===== config.mk =====
export PLATFORM = sky130hd
export DESIGN_NAME = sabr_front
export DESIGN_NICKNAME = d
export VERILOG_FILES = /design/src/hw/rtl/sabr_pkg.sv /design/src/hw/rtl/sabr_front.sv
export SDC_FILE = /design/constraint.sdc
export NUM_CORES = 1
export LEC_CHECK = 0
export BUFFER_PORTS_ARGS = -buffer_cell sky130_fd_sc_hd__buf_2
export CAP_MARGIN = 20
export CORE_MARGIN = 10
export CORE_UTILIZATION = 29
export CTS_BUF_LIST = sky130_fd_sc_hd__clkbuf_4
export DETAILED_ROUTE_END_ITERATION = 8
export GPL_ROUTABILITY_DRIVEN = 0
export PLACE_DENSITY = 0.6
export SYNTH_ARGS = -nofsm -noshare
export SYNTH_HDL_FRONTEND = slang
export SYNTH_SLANG_ARGS = --single-unit

===== constraint.sdc =====
create_clock -name i_clk -period 2.5 [get_ports i_clk]
set_input_delay 0.25 -clock i_clk [delete_from_list [all_inputs] [get_ports i_clk]]
set_output_delay 0.25 -clock i_clk [all_outputs]
set_load 0.05 [all_outputs]

===== src/hw/rtl/sabr_pkg.sv =====
// shared types, register indexes and constant tables for the sabr path stepper
// no dependencies; imported by every other file of the block
package sabr_pkg;

    localparam logic [30:0] PRICE_MAX = 31'h7FFF_FFFF;
    localparam logic [30:0] LOG2E_Q30 = 31'd1549082005;
    localparam logic [16:0] BETA_ONE  = 17'd65536;
    localparam logic [30:0] Q16_ONE   = 31'd65536;
    localparam logic [30:0] Q30_ONE   = 31'h4000_0000;
    localparam logic [40:0] BM_CAP    = 41'h100_0000_0000;
    localparam logic signed [48:0] EXP_LIM = 49'sd2097152;

    localparam logic [2:0] REG_INITIAL_PRICE     = 3'd0;
    localparam logic [2:0] REG_INITIAL_VOL       = 3'd1;
    localparam logic [2:0] REG_GROWTH_FACTOR     = 3'd2;
    localparam logic [2:0] REG_SQRT_STEP         = 3'd3;
    localparam logic [2:0] REG_ELASTICITY        = 3'd4;
    localparam logic [2:0] REG_VOL_DRIFT         = 3'd5;
    localparam logic [2:0] REG_VOL_WEIGHT_FIRST  = 3'd6;
    localparam logic [2:0] REG_VOL_WEIGHT_SECOND = 3'd7;

    typedef struct packed {
        logic signed [31:0] normal_first;
        logic signed [31:0] normal_second;
        logic               path_start;
        logic               path_end;
    } t_in_item;

    typedef struct packed {
        logic [30:0] final_price;
        logic [30:0] final_vol;
        logic        price_clamped;
    } t_out_item;

    typedef struct packed {
        logic [30:0]        initial_price;
        logic [30:0]        initial_vol;
        logic [30:0]        growth_factor;
        logic [30:0]        sqrt_step;
        logic [16:0]        elasticity;
        logic signed [31:0] vol_drift;
        logic signed [31:0] vol_weight_first;
        logic signed [31:0] vol_weight_second;
    } t_cfg;

    // head of the step queue as seen by the back end
    typedef struct packed {
        logic     valid;
        t_in_item item;
    } t_q_view;

    function automatic logic [63:0] f_isqrt(input logic [63:0] x_in);
        logic [63:0] x;
        logic [63:0] res;
        logic [63:0] bv;
        x   = x_in;
        res = 64'd0;
        bv  = 64'h4000_0000_0000_0000;
        for (int j = 0; j < 32; j++) begin
            if (x >= res + bv) begin
                x   = x - (res + bv);
                res = (res >> 1) + bv;
            end else begin
                res = res >> 1;
            end
            bv = bv >> 2;
        end
        return res;
    endfunction

    // factors 2^(2^-k), k = 1..16, in Q1.30, each by truncated square root
    function automatic logic [16*31-1:0] f_exp2_table();
        logic [63:0]        t;
        logic [16*31-1:0]   tab;
        t   = 64'h8000_0000;
        tab = '0;
        for (int k = 0; k < 16; k++) begin
            t = f_isqrt(t << 30);
            tab[k*31 +: 31] = t[30:0];
        end
        return tab;
    endfunction

    localparam logic [16*31-1:0] EXP2_TABLE = f_exp2_table();

    function automatic logic [30:0] f_exp2_factor(input logic [3:0] idx);
        return EXP2_TABLE[32'(idx) * 31 +: 31];
    endfunction

endpackage


===== src/hw/rtl/sabr_front.sv =====
// front end: two-entry step queue between the input transfer and the stepper
// depends on sabr_pkg
module sabr_front import sabr_pkg::*; (
    input  logic     i_clk,
    input  logic     i_rst_n,
    input  logic     i_push,
    input  t_in_item i_item,
    output logic     o_full,
    input  logic     i_pop,
    output t_q_view  o_q
);

    t_in_item    r_mem [2];
    logic        r_wr_ptr, n_wr_ptr;
    logic        r_rd_ptr, n_rd_ptr;
    logic [1:0]  r_count, n_count;
    logic        do_push, do_pop;

    assign o_full    = (r_count == 2'd2);
    assign do_push   = i_push && !o_full;
    assign do_pop    = i_pop && (r_count != 2'd0);
    assign o_q.valid = (r_count != 2'd0);
    assign o_q.item  = r_mem[r_rd_ptr];

    always_comb begin
        n_wr_ptr = r_wr_ptr ^ do_push;
        n_rd_ptr = r_rd_ptr ^ do_pop;
        n_count  = r_count + {1'b0, do_push} - {1'b0, do_pop};
    end

    always_ff @(posedge i_clk) begin
        if (!i_rst_n) begin
            r_wr_ptr <= 1'b0;
            r_rd_ptr <= 1'b0;
            r_count  <= 2'd0;
        end else begin
            r_wr_ptr <= n_wr_ptr;
            r_rd_ptr <= n_rd_ptr;
            r_count  <= n_count;
        end
    end

    always_ff @(posedge i_clk) begin
        if (do_push) begin
            r_mem[r_wr_ptr] <= i_item;
        end
    end

endmodule


==> flow_metrics.env, run 1 <==
export IMPL_powerDensity_mw_per_mm2=1003
export IMPL_worstHoldPathType="in -> reg"
export IMPL_worstPathArrival_ns=1.94
export IMPL_required_ns=2.25
export IMPL_r2r_start="r_count[0]"
export IMPL_fin_crit_sh_pct=87.68
export IMPL_endpoint_kind="primary output"
export IMPL_combPwrFrac_pct=38.0
export IMPL_io_buffer_count=137
export IMPL_slew_headroom_pct=65.18
export IMPL_drive_gt1_share_pct=52.14
export IMPL_die_w_um=153.7
export IMPL_synth_top_area_share_pct=76.43
export IMPL_post_cts_buffers=0
export IMPL_irDropWorstVdd_mv=0.6192
export IMPL_start_util_pct=29.78
export IMPL_ioPinCount=138
export IMPL_max_freq_ghz=0.4562
export IMPL_nFillCells=1602
export IMPL_synth_area_per_cell_um2=22.55
export IMPL_numCtsBuffers=17
export IMPL_fin_cells=694
export IMPL_setup_ws_ns=0.3080
export IMPL_placed_cells=594
export IMPL_synth_seq_area_share_pct=78.36
export IMPL_firstDrtPassIters=3
export IMPL_vias=2846
export IMPL_power_static_leakage_uw=0.002782
export IMPL_drt_vias_per_instance=4.101
export IMPL_ys_warn_count=0
export IMPL_rr_endpoint="r_mem[1][30]"
export IMPL_gr_total_overflow=0
export IMPL_synthTopCellsByArea="edfxtp_1, mux2_4, mux2_2"
export IMPL_postCtsResizedCells=0
export IMPL_syn_inst=230
export IMPL_die_y_um=153.7
export IMPL_hold_violations=0
export IMPL_seq_area_mm2=0.004068
export IMPL_synth_ff_latch_count=137
export IMPL_layout_common_cells="buf_2, edfxtp_1, dlygate4sd3_1, mux2_4, mux2_2"
export IMPL_p_seq_share_pct=41.9
export IMPL_grt_max_degree=31
export IMPL_clkTransAtPathRegs_ns=0.11
export IMPL_synth_area_mm2=0.005186
export IMPL_nets=529
export IMPL_drtIter0Drc=134
export IMPL_area_growth_syn_to_layout_pct=38.72
export IMPL_rsz0062_at_grt="no"
export IMPL_cap_violations=0
export IMPL_placed_cell_area_mm2=0.006233
export IMPL_syn_nets=304
export IMPL_tns_ns=0
export IMPL_dpl_worst_slack_ns=0.6195
export IMPL_fp_row_count=48
export IMPL_maxSlewViolCount=0
export IMPL_final_common_cell="buf_2"
export IMPL_numClockSinks=137
export IMPL_yosysTopAreaCell="edfxtp_1"
export IMPL_cts_tree="done"
export IMPL_grt_pass1_wl_um=17380
export IMPL_worst_slew_pin_slew_ns=0.5223
export IMPL_r2r_slack_ns=0.65
export IMPL_status="finished, final reports clean"
export IMPL_r2r_worst_path_cells=4
export IMPL_htree_levels=4
export IMPL_routed_wl_um=10980
export IMPL_wl_per_cell_um=15.83
export IMPL_clock_skew_final_ns=0.01471
export IMPL_startpoint_type="flop"
export IMPL_path_class="reg -> out"
export IMPL_place_hpwl_um=7516
export IMPL_die_area_mm2=0.02363
export IMPL_ctsHoldBuffers=67
export IMPL_yosysUniqueCellTypes=16
export IMPL_core_area_mm2=0.01742
export IMPL_drc_errors=0
export IMPL_p_sw_share_pct=36.96
export IMPL_min_path_cells=3
export IMPL_power_uw=7213
export IMPL_holdCritStartpoint="i_pop"
export IMPL_p_switching_uw=2666
export IMPL_postLayoutCellArea_mm2=0.007194
export IMPL_final_min_clock_period_ns=2.192
export IMPL_grt_use_total_pct=9.477
export IMPL_setup_violations=0
export IMPL_root_buffer="clkbuf_4"
export IMPL_p_int_uw=4547
export IMPL_cts_path_max_buffers=2
export IMPL_clkPwrFrac_pct=20.1
export IMPL_insertion_delay_ns=0.52
export IMPL_path_max_fanout=30
export IMPL_postRouteAntennaNets=0
export IMPL_multi_input_area_mm2=0.001070
export IMPL_grt_pass1_vias=3226
export IMPL_antenna_found_initial=1
[metal layers]
| layer | up-vias | global-route usage [%] | share of wire (%) |
|---|---|---|---|
| li1 | 1364 | - | - |
| met1 | 1365 | 10.44 | 42 |
| met2 | 104 | 15.02 | 48 |
| met3 | 13 | 5.411 | 9.2 |
| met4 | 0 | 3.329 | 1.0 |
| met5 | - | 0 | 0 |
[registers in the layout (all words and copies together), names as in the netlist, named ones only]
register,cells
r_count,2
r_mem,132
r_rd_ptr,1
r_wr_ptr,1
[worst max-delay path, cell delays in order, from the launching register on]
cell and delay (ns):
dfxtp_4 0.53, buf_12 0.28, mux2_2 0.38, buf_2 0.22
[cells in the mapped netlist]
| cell | n |
|---|---|
| and2_1 | 2 |
| buf_2 | 2 |
| buf_6 | 5 |
| dfxtp_1 | 5 |
| edfxtp_1 | 132 |
| ha_1 | 4 |
| inv_1 | 3 |
| mux2_2 | 26 |
| mux2_4 | 40 |
| mux2i_1 | 2 |
| nand2_1 | 2 |
| nand2b_1 | 2 |
| nor2b_1 | 2 |
| o21a_1 | 1 |
| or2_2 | 1 |
| xnor3_1 | 1 |
[power by group through the flow]
stage	clock network [uW]	logic, uW	registers [uW]
after floorplan	0	2110	3040
after global placement	0	2680	3060
after detailed placement	0	2710	3080
after CTS	1530	2800	3030
after global routing	1620	2890	3060
final	1450	2740	3020
[metrics by stage]
stage / utilization [%] / hold slack [ns]
after detailed placement: 35.79 / 0.4407
final: 41.31 / 0.1434
after global routing: 41.31 / 0.08486
after CTS: 41.29 / 0.05336
after floorplan: - / 0.3489
after global placement: 35.79 / 0.4378
[logic make-up (layout without fill, tap and decap cells)]
family / count (synthesis) / in the layout / share of synthesized area [%]
buffers and inverters: 10 / 248 / 1.496
other: 0 / 1 / 0
AND/OR/NAND/NOR: 9 / 9 / 0.9892
XOR/XNOR: 1 / 1 / 0.4342
adder cells (fa/ha/maj): 4 / 4 / 0.9651
multiplexers: 68 / 68 / 17.61
AO/OA/AOI/OAI: 1 / 1 / 0.1448
flip-flops: 137 / 137 / 78.36
[worst max path at each step]
stage,end,start,cells after the start,slack (ns)
6_report,o_q[2],flop,3,0.31
4_1_cts,o_q[12],flop,3,0.20
3_3_place_gp,r_mem[0][7],r_count[0],4,0.68
3_5_place_dp,r_mem[0][8],r_count[0],4,0.62
5_1_grt,o_q[12],flop,3,0.15
2_1_floorplan,r_mem[1][0],r_count[0],3,-0.15
[area by class of cell]
| cell class | instances | area share [%] |
|---|---|---|
| Clock buffer | 21 | 2.191 |
| Antenna cell | 1 | 0.03478 |
| Multi-Input combinational cell | 83 | 14.87 |
| Clock inverter | 11 | 1.809 |
| Timing Repair Buffer | 213 | 20.49 |
| Sequential cell | 137 | 56.54 |
| Tap cell | 225 | 3.913 |
| Inverter | 3 | 0.1565 |
Note: power is estimated with default switching activity, not from simulation.
==> run 2, diff against run 1 <==
- CTS_BUF_LIST: sky130_fd_sc_hd__clkbuf_4 -> sky130_fd_sc_hd__clkbuf_4 sky130_fd_sc_hd__clkbuf_8
- PLACE_DENSITY: 0.6 -> 0.58
- clock period: 2.5 -> 2.8 ns (I/O delays scaled with it)
==> run 2 against run 1 <==
Net effect: register-to-register slack gained 0.27 ns; highest routed layer unchanged; first-iteration DRC count is 11% lower; clock skew decreased by 0.0050 ns; combinational power down 13%; non-clock buffer count is 20 lower.
==> flow_metrics.env, run 2 (synthesized netlist as in run 1, its figures left out) <==
export IMPL_die_w_um=153.7
export IMPL_drt_vias_per_instance=4.085
export IMPL_final_common_cell="buf_2"
export IMPL_startpoint_type="flop"
export IMPL_cap_violations=0
export IMPL_grt_pass1_vias=3225
export IMPL_nFillCells=1601
export IMPL_grt_pass1_wl_um=17120
export IMPL_layout_common_cells="buf_2, edfxtp_1, dlygate4sd3_1, mux2_4, mux2_2"
export IMPL_fin_crit_sh_pct=80.86
export IMPL_place_hpwl_um=7348
export IMPL_drive_gt1_share_pct=53.47
export IMPL_numClockSinks=137
export IMPL_reg_top3="r_mem (132), r_count (2)"
export IMPL_vias=2745
export IMPL_die_area_mm2=0.02363
export IMPL_area_growth_syn_to_layout_pct=36.07
export IMPL_setup_violations=0
export IMPL_clock_skew_final_ns=0.009749
export IMPL_grt_max_degree=38
export IMPL_powerDensity_mw_per_mm2=932.1
export IMPL_root_buffer="clkbuf_8"
export IMPL_nets=509
export IMPL_wl_per_cell_um=16.25
export IMPL_path_class="reg -> out"
export IMPL_drtIter0Drc=119
export IMPL_antenna_found_initial=0
export IMPL_hold_violations=0
export IMPL_postLayoutCellArea_mm2=0.007057
export IMPL_cp_slowest_stage_delay_ns=0.55
export IMPL_die_y_um=153.7
export IMPL_cts_tree="done"
export IMPL_worst_slew_pin_slew_ns=0.4790
export IMPL_irDropWorstVdd_mv=0.4732
export IMPL_maxSlewViolCount=0
export IMPL_numCtsBuffers=17
export IMPL_cts_path_max_buffers=2
export IMPL_ioPinCount=138
export IMPL_postRouteAntennaNets=0
export IMPL_largest_reg_flops=132
export IMPL_clkTransAtPathRegs_ns=0.07
export IMPL_gr_total_overflow=0
export IMPL_power_static_leakage_uw=0.002729
export IMPL_routed_wl_um=10920
export IMPL_drc_errors=0
export IMPL_io_buffer_count=137
export IMPL_htree_levels=4
export IMPL_start_util_pct=29.78
export IMPL_largest_register="r_mem"
export IMPL_max_freq_ghz=0.4417
export IMPL_path_max_fanout=18
export IMPL_fp_row_count=48
export IMPL_grt_use_total_pct=9.310
export IMPL_slew_headroom_pct=68.07
export IMPL_insertion_delay_ns=0.44
export IMPL_crit_chain="buf_4, mux2_2, buf_2"
export IMPL_status="finished, final reports clean"
export IMPL_rsz0062_at_grt="no"
export IMPL_placed_cell_area_mm2=0.006183
export IMPL_endpoint_kind="primary output"
export IMPL_cp_slowest_cell="dfxtp_4"
export IMPL_final_min_clock_period_ns=2.264
export IMPL_tns_ns=0
export IMPL_firstDrtPassIters=4
export IMPL_antenna_cells=0
export IMPL_required_ns=2.52
export IMPL_core_area_mm2=0.01742
export IMPL_worstPathArrival_ns=1.98
export IMPL_worstHoldPathType="in -> reg"
export IMPL_post_cts_buffers=0
run 2: changes by cell type in the layout (fill, tap and decap cells not counted), sizes merged:
| cell | previous run | this run |
|---|---|---|
| buf | 146 | 141 |
| bufinv | 3 | 2 |
| clkbuf | 21 | 18 |
| clkinv | 6 | 11 |
| clkinvlp | 2 | 0 |
| diode | 1 | 0 |
| dlygate4sd3 | 67 | 52 |
run 2: path summary, 6_finish.rpt:
kind | end | slack, ns | from | depth (start not counted)
worst max-delay path | o_q[63] | 0.54 | flop | 3
worst min-delay path | r_mem[1][24] | 0.04 | i_item[24] | 1
worst max register to register | r_mem[0][16] | 0.92 | r_count[0] | 4
worst min register to register | r_rd_ptr | 0.48 | r_rd_ptr | 2
run 2: cell type report:
class | count | area, um2 | share of cell area [%]
clock buffers | 18 | 241.5 | 3.422
clock inverters | 13 | 111.4 | 1.578
inverters | 3 | 11.26 | 0.1596
multi-input cells | 83 | 1070 | 15.16
flip-flops and latches | 137 | 4068 | 57.64
well taps | 225 | 281.5 | 3.989
repair buffers | 193 | 1274 | 18.05
run 2: through the flow:
| step | hold slack (ns) | worst slack, ns | cells | util [%] | power, uW |
|---|---|---|---|---|---|
| detailed placement | 0.4728 | 0.9039 | 589 | 35.50 | 5130 |
| global placement | 0.4625 | 0.9646 | 589 | 35.50 | 5100 |
| CTS | 0.0001366 | 0.4636 | 671 | 40.46 | 6674 |
| global route | 0.002065 | 0.4177 | 672 | 40.52 | 6891 |
| finish | 0.04239 | 0.5358 | 672 | 40.52 | 6578 |
| floorplan | 0.3789 | 0.1501 | 230 | - | 4601 |
run 2: metal layers:
layer	global-route usage (%)	wire, um
met5	0	0
met4	4.004	184
met3	4.937	956
met2	15.00	5094
met1	9.998	4685
run 2: critical path: cells and delay by family (launching register included):
family,cells,cell delay (ns)
multiplexers,1,0.38
buffers and inverters,2,0.60
flip-flops,1,0.55
run 2: report_power, final:
group | internal [uW] | leakage [uW] | switching [uW]
clock | 771 | 0.000191 | 704
sequential | 2600 | 0.00128 | 111
combinational | 778 | 0.00126 | 1610
total | 4150 | 0.00273 | 2430
run 2: repair_timing:
action,CTS,global route
hold buffers,51,1
hold endpoints to repair,97,2
gates resized for setup,0,0
==> run 3, diff against run 2 <==
- clock period: 2.8 -> 2.19 ns (I/O delays scaled with it)
==> run 3 against run 2 <==
Net effect: register-to-register slack worse by 0.38 ns; clock-buffer cell count down 1; hold slack better by 0.026 ns; critical path depth unchanged; via count up 3.6%; sequential power up 26%; non-clock buffer count up 18; critical path type unchanged; largest cell class unchanged; largest power group unchanged.
==> flow_metrics.env, run 3 (synthesized netlist as in run 1, its figures left out) <==
export IMPL_status="finished, final reports clean"
export IMPL_startpoint_type="flop"
export IMPL_largest_register="r_mem"
export IMPL_worstHoldPathType="in -> reg"
export IMPL_wl_per_cell_um=15.82
export IMPL_powerDensity_mw_per_mm2=1182
export IMPL_fin_util_pct=41.79
export IMPL_grt_max_degree=34
export IMPL_vias=2844
export IMPL_postCtsResizedCells=0
export IMPL_reg_top3="r_mem (132), r_count (2)"
export IMPL_crit_chain="buf_12, mux2_2, buf_2"
export IMPL_die_w_um=153.7
export IMPL_antenna_found_initial=0
export IMPL_grt_busiest_layer="met2"
export IMPL_rsz0062_at_grt="no"
export IMPL_cts_path_max_buffers=2
export IMPL_postLayoutCellArea_mm2=0.007278
export IMPL_path_class="reg -> out"
export IMPL_nets=527
export IMPL_worst_slew_pin_slew_ns=0.2752
export IMPL_die_y_um=153.7
export IMPL_r2r_worst_path_cells=4
export IMPL_start_util_pct=29.78
export IMPL_root_buffer="clkbuf_8"
export IMPL_drive_gt1_share_pct=52.15
export IMPL_drc_errors=0
export IMPL_worstPathArrival_ns=1.66
export IMPL_cp_slowest_cell="mux2_2"
export IMPL_placed_cell_area_mm2=0.006226
export IMPL_numClockSinks=137
export IMPL_gr_usage_met1_pct=9.447
export IMPL_antenna_cells=0
export IMPL_grt_met2_usage_pct=15.45
export IMPL_fp_row_count=48
export IMPL_maxSlewViolCount=0
export IMPL_max_freq_ghz=0.5313
export IMPL_place_hpwl_um=7584
export IMPL_firstDrtPassIters=5
export IMPL_irDropWorstVdd_mv=0.5977
export IMPL_htree_levels=4
export IMPL_cp_slowest_stage_delay_ns=0.38
export IMPL_gr_total_overflow=0
export IMPL_io_buffer_count=137
export IMPL_die_area_mm2=0.02363
export IMPL_clock_skew_final_ns=0.007281
export IMPL_hold_violations=0
export IMPL_required_ns=1.97
export IMPL_numCtsBuffers=17
export IMPL_power_static_leakage_uw=0.002815
export IMPL_final_common_cell="buf_2"
export IMPL_grt_pass1_vias=3232
export IMPL_hold_ws_ns=0.06862
export IMPL_cap_violations=0
export IMPL_core_area_mm2=0.01742
export IMPL_setup_violations=0
export IMPL_grt_use_total_pct=9.116
export IMPL_clkTransAtPathRegs_ns=0.07
export IMPL_drt_vias_per_instance=4.116
export IMPL_layout_common_cells="buf_2, edfxtp_1, dlygate4sd3_1, mux2_4, mux2_2"
export IMPL_endpoint_kind="primary output"
export IMPL_largest_reg_flops=132
export IMPL_area_growth_syn_to_layout_pct=40.34
export IMPL_final_min_clock_period_ns=1.882
export IMPL_fin_crit_sh_pct=85.94
export IMPL_insertion_delay_ns=0.43
export IMPL_ioPinCount=138
export IMPL_grt_util_met3_pct=4.351
export IMPL_routed_wl_um=10930
export IMPL_min_path_cells=2
export IMPL_path_max_fanout=33
export IMPL_postRouteAntennaNets=0
export IMPL_cts_tree="done"
export IMPL_grt_pass1_wl_um=16740
export IMPL_slew_headroom_pct=81.78
export IMPL_drtIter0Drc=98
[run 3: changes by cell type in the layout (fill, tap and decap cells not counted), moves of 2 or more]
cell,before,now
clkinvlp_4,0,2
clkinv_2,8,4
buf_4,1,4
dlygate4sd3_1,52,66
[run 3: worst max-delay path, delay by kind of cell, from the launching register on]
family / cells / cell delay (ns)
buffers and inverters: 2 / 0.45
muxes: 1 / 0.38
DFF: 1 / 0.37
[run 3: final timing paths]
path	startpoint	to	slack, ns
min	i_rst_n	r_count[0]	0.07
max reg2reg	r_count[0]	r_mem[0][62]	0.54
max	flop	o_q[63]	0.31
min reg2reg	r_rd_ptr	flop	0.47
[run 3: cell type report]
type                            instances  area (um2)
Clock inverter                         15       157.7
Fill cell                            1586       10140
Clock buffer                           17       234.0
Tap cell                              225       281.5
Multi-Input combinational cell         83        1070
Sequential cell                       137        4068
Timing Repair Buffer                  211        1456
Inverter                                3       11.26
[run 3: what timing repair did]
| action | CTS | global route |
|---|---|---|
| endpoints found under the hold margin | 132 | 0 |
| setup endpoints to repair | 0 | 0 |
| hold buffers | 66 | 0 |
| setup buffers | 0 | 0 |
[run 3: per-layer routing]
metal  wire, um  part of all wire, %
met1       4281                   39
met2       5576                   51
met3        945                  8.6
met4        126                  1.2
met5          0                    0
[run 3: where the power goes]
part           total (uW)  switching (uW)  internal (uW)  leakage (uW)
clock network        2030             923           1100      0.000195
logic                3150            2110           1040       0.00134
registers            3420            99.8           3320       0.00128
total                8600            3130           5470       0.00282
[run 3: stage by stage]
stage	std cells	setup TNS [ns]	setup WS, ns	power, uW
floorplan	230	-60.70	-0.4599	5883
global placement	593	0	0.5529	6555
detailed placement	593	0	0.5300	6597
CTS	691	0	0.2430	8761
global route	691	0	0.2090	9013
finish	691	0	0.3079	8601
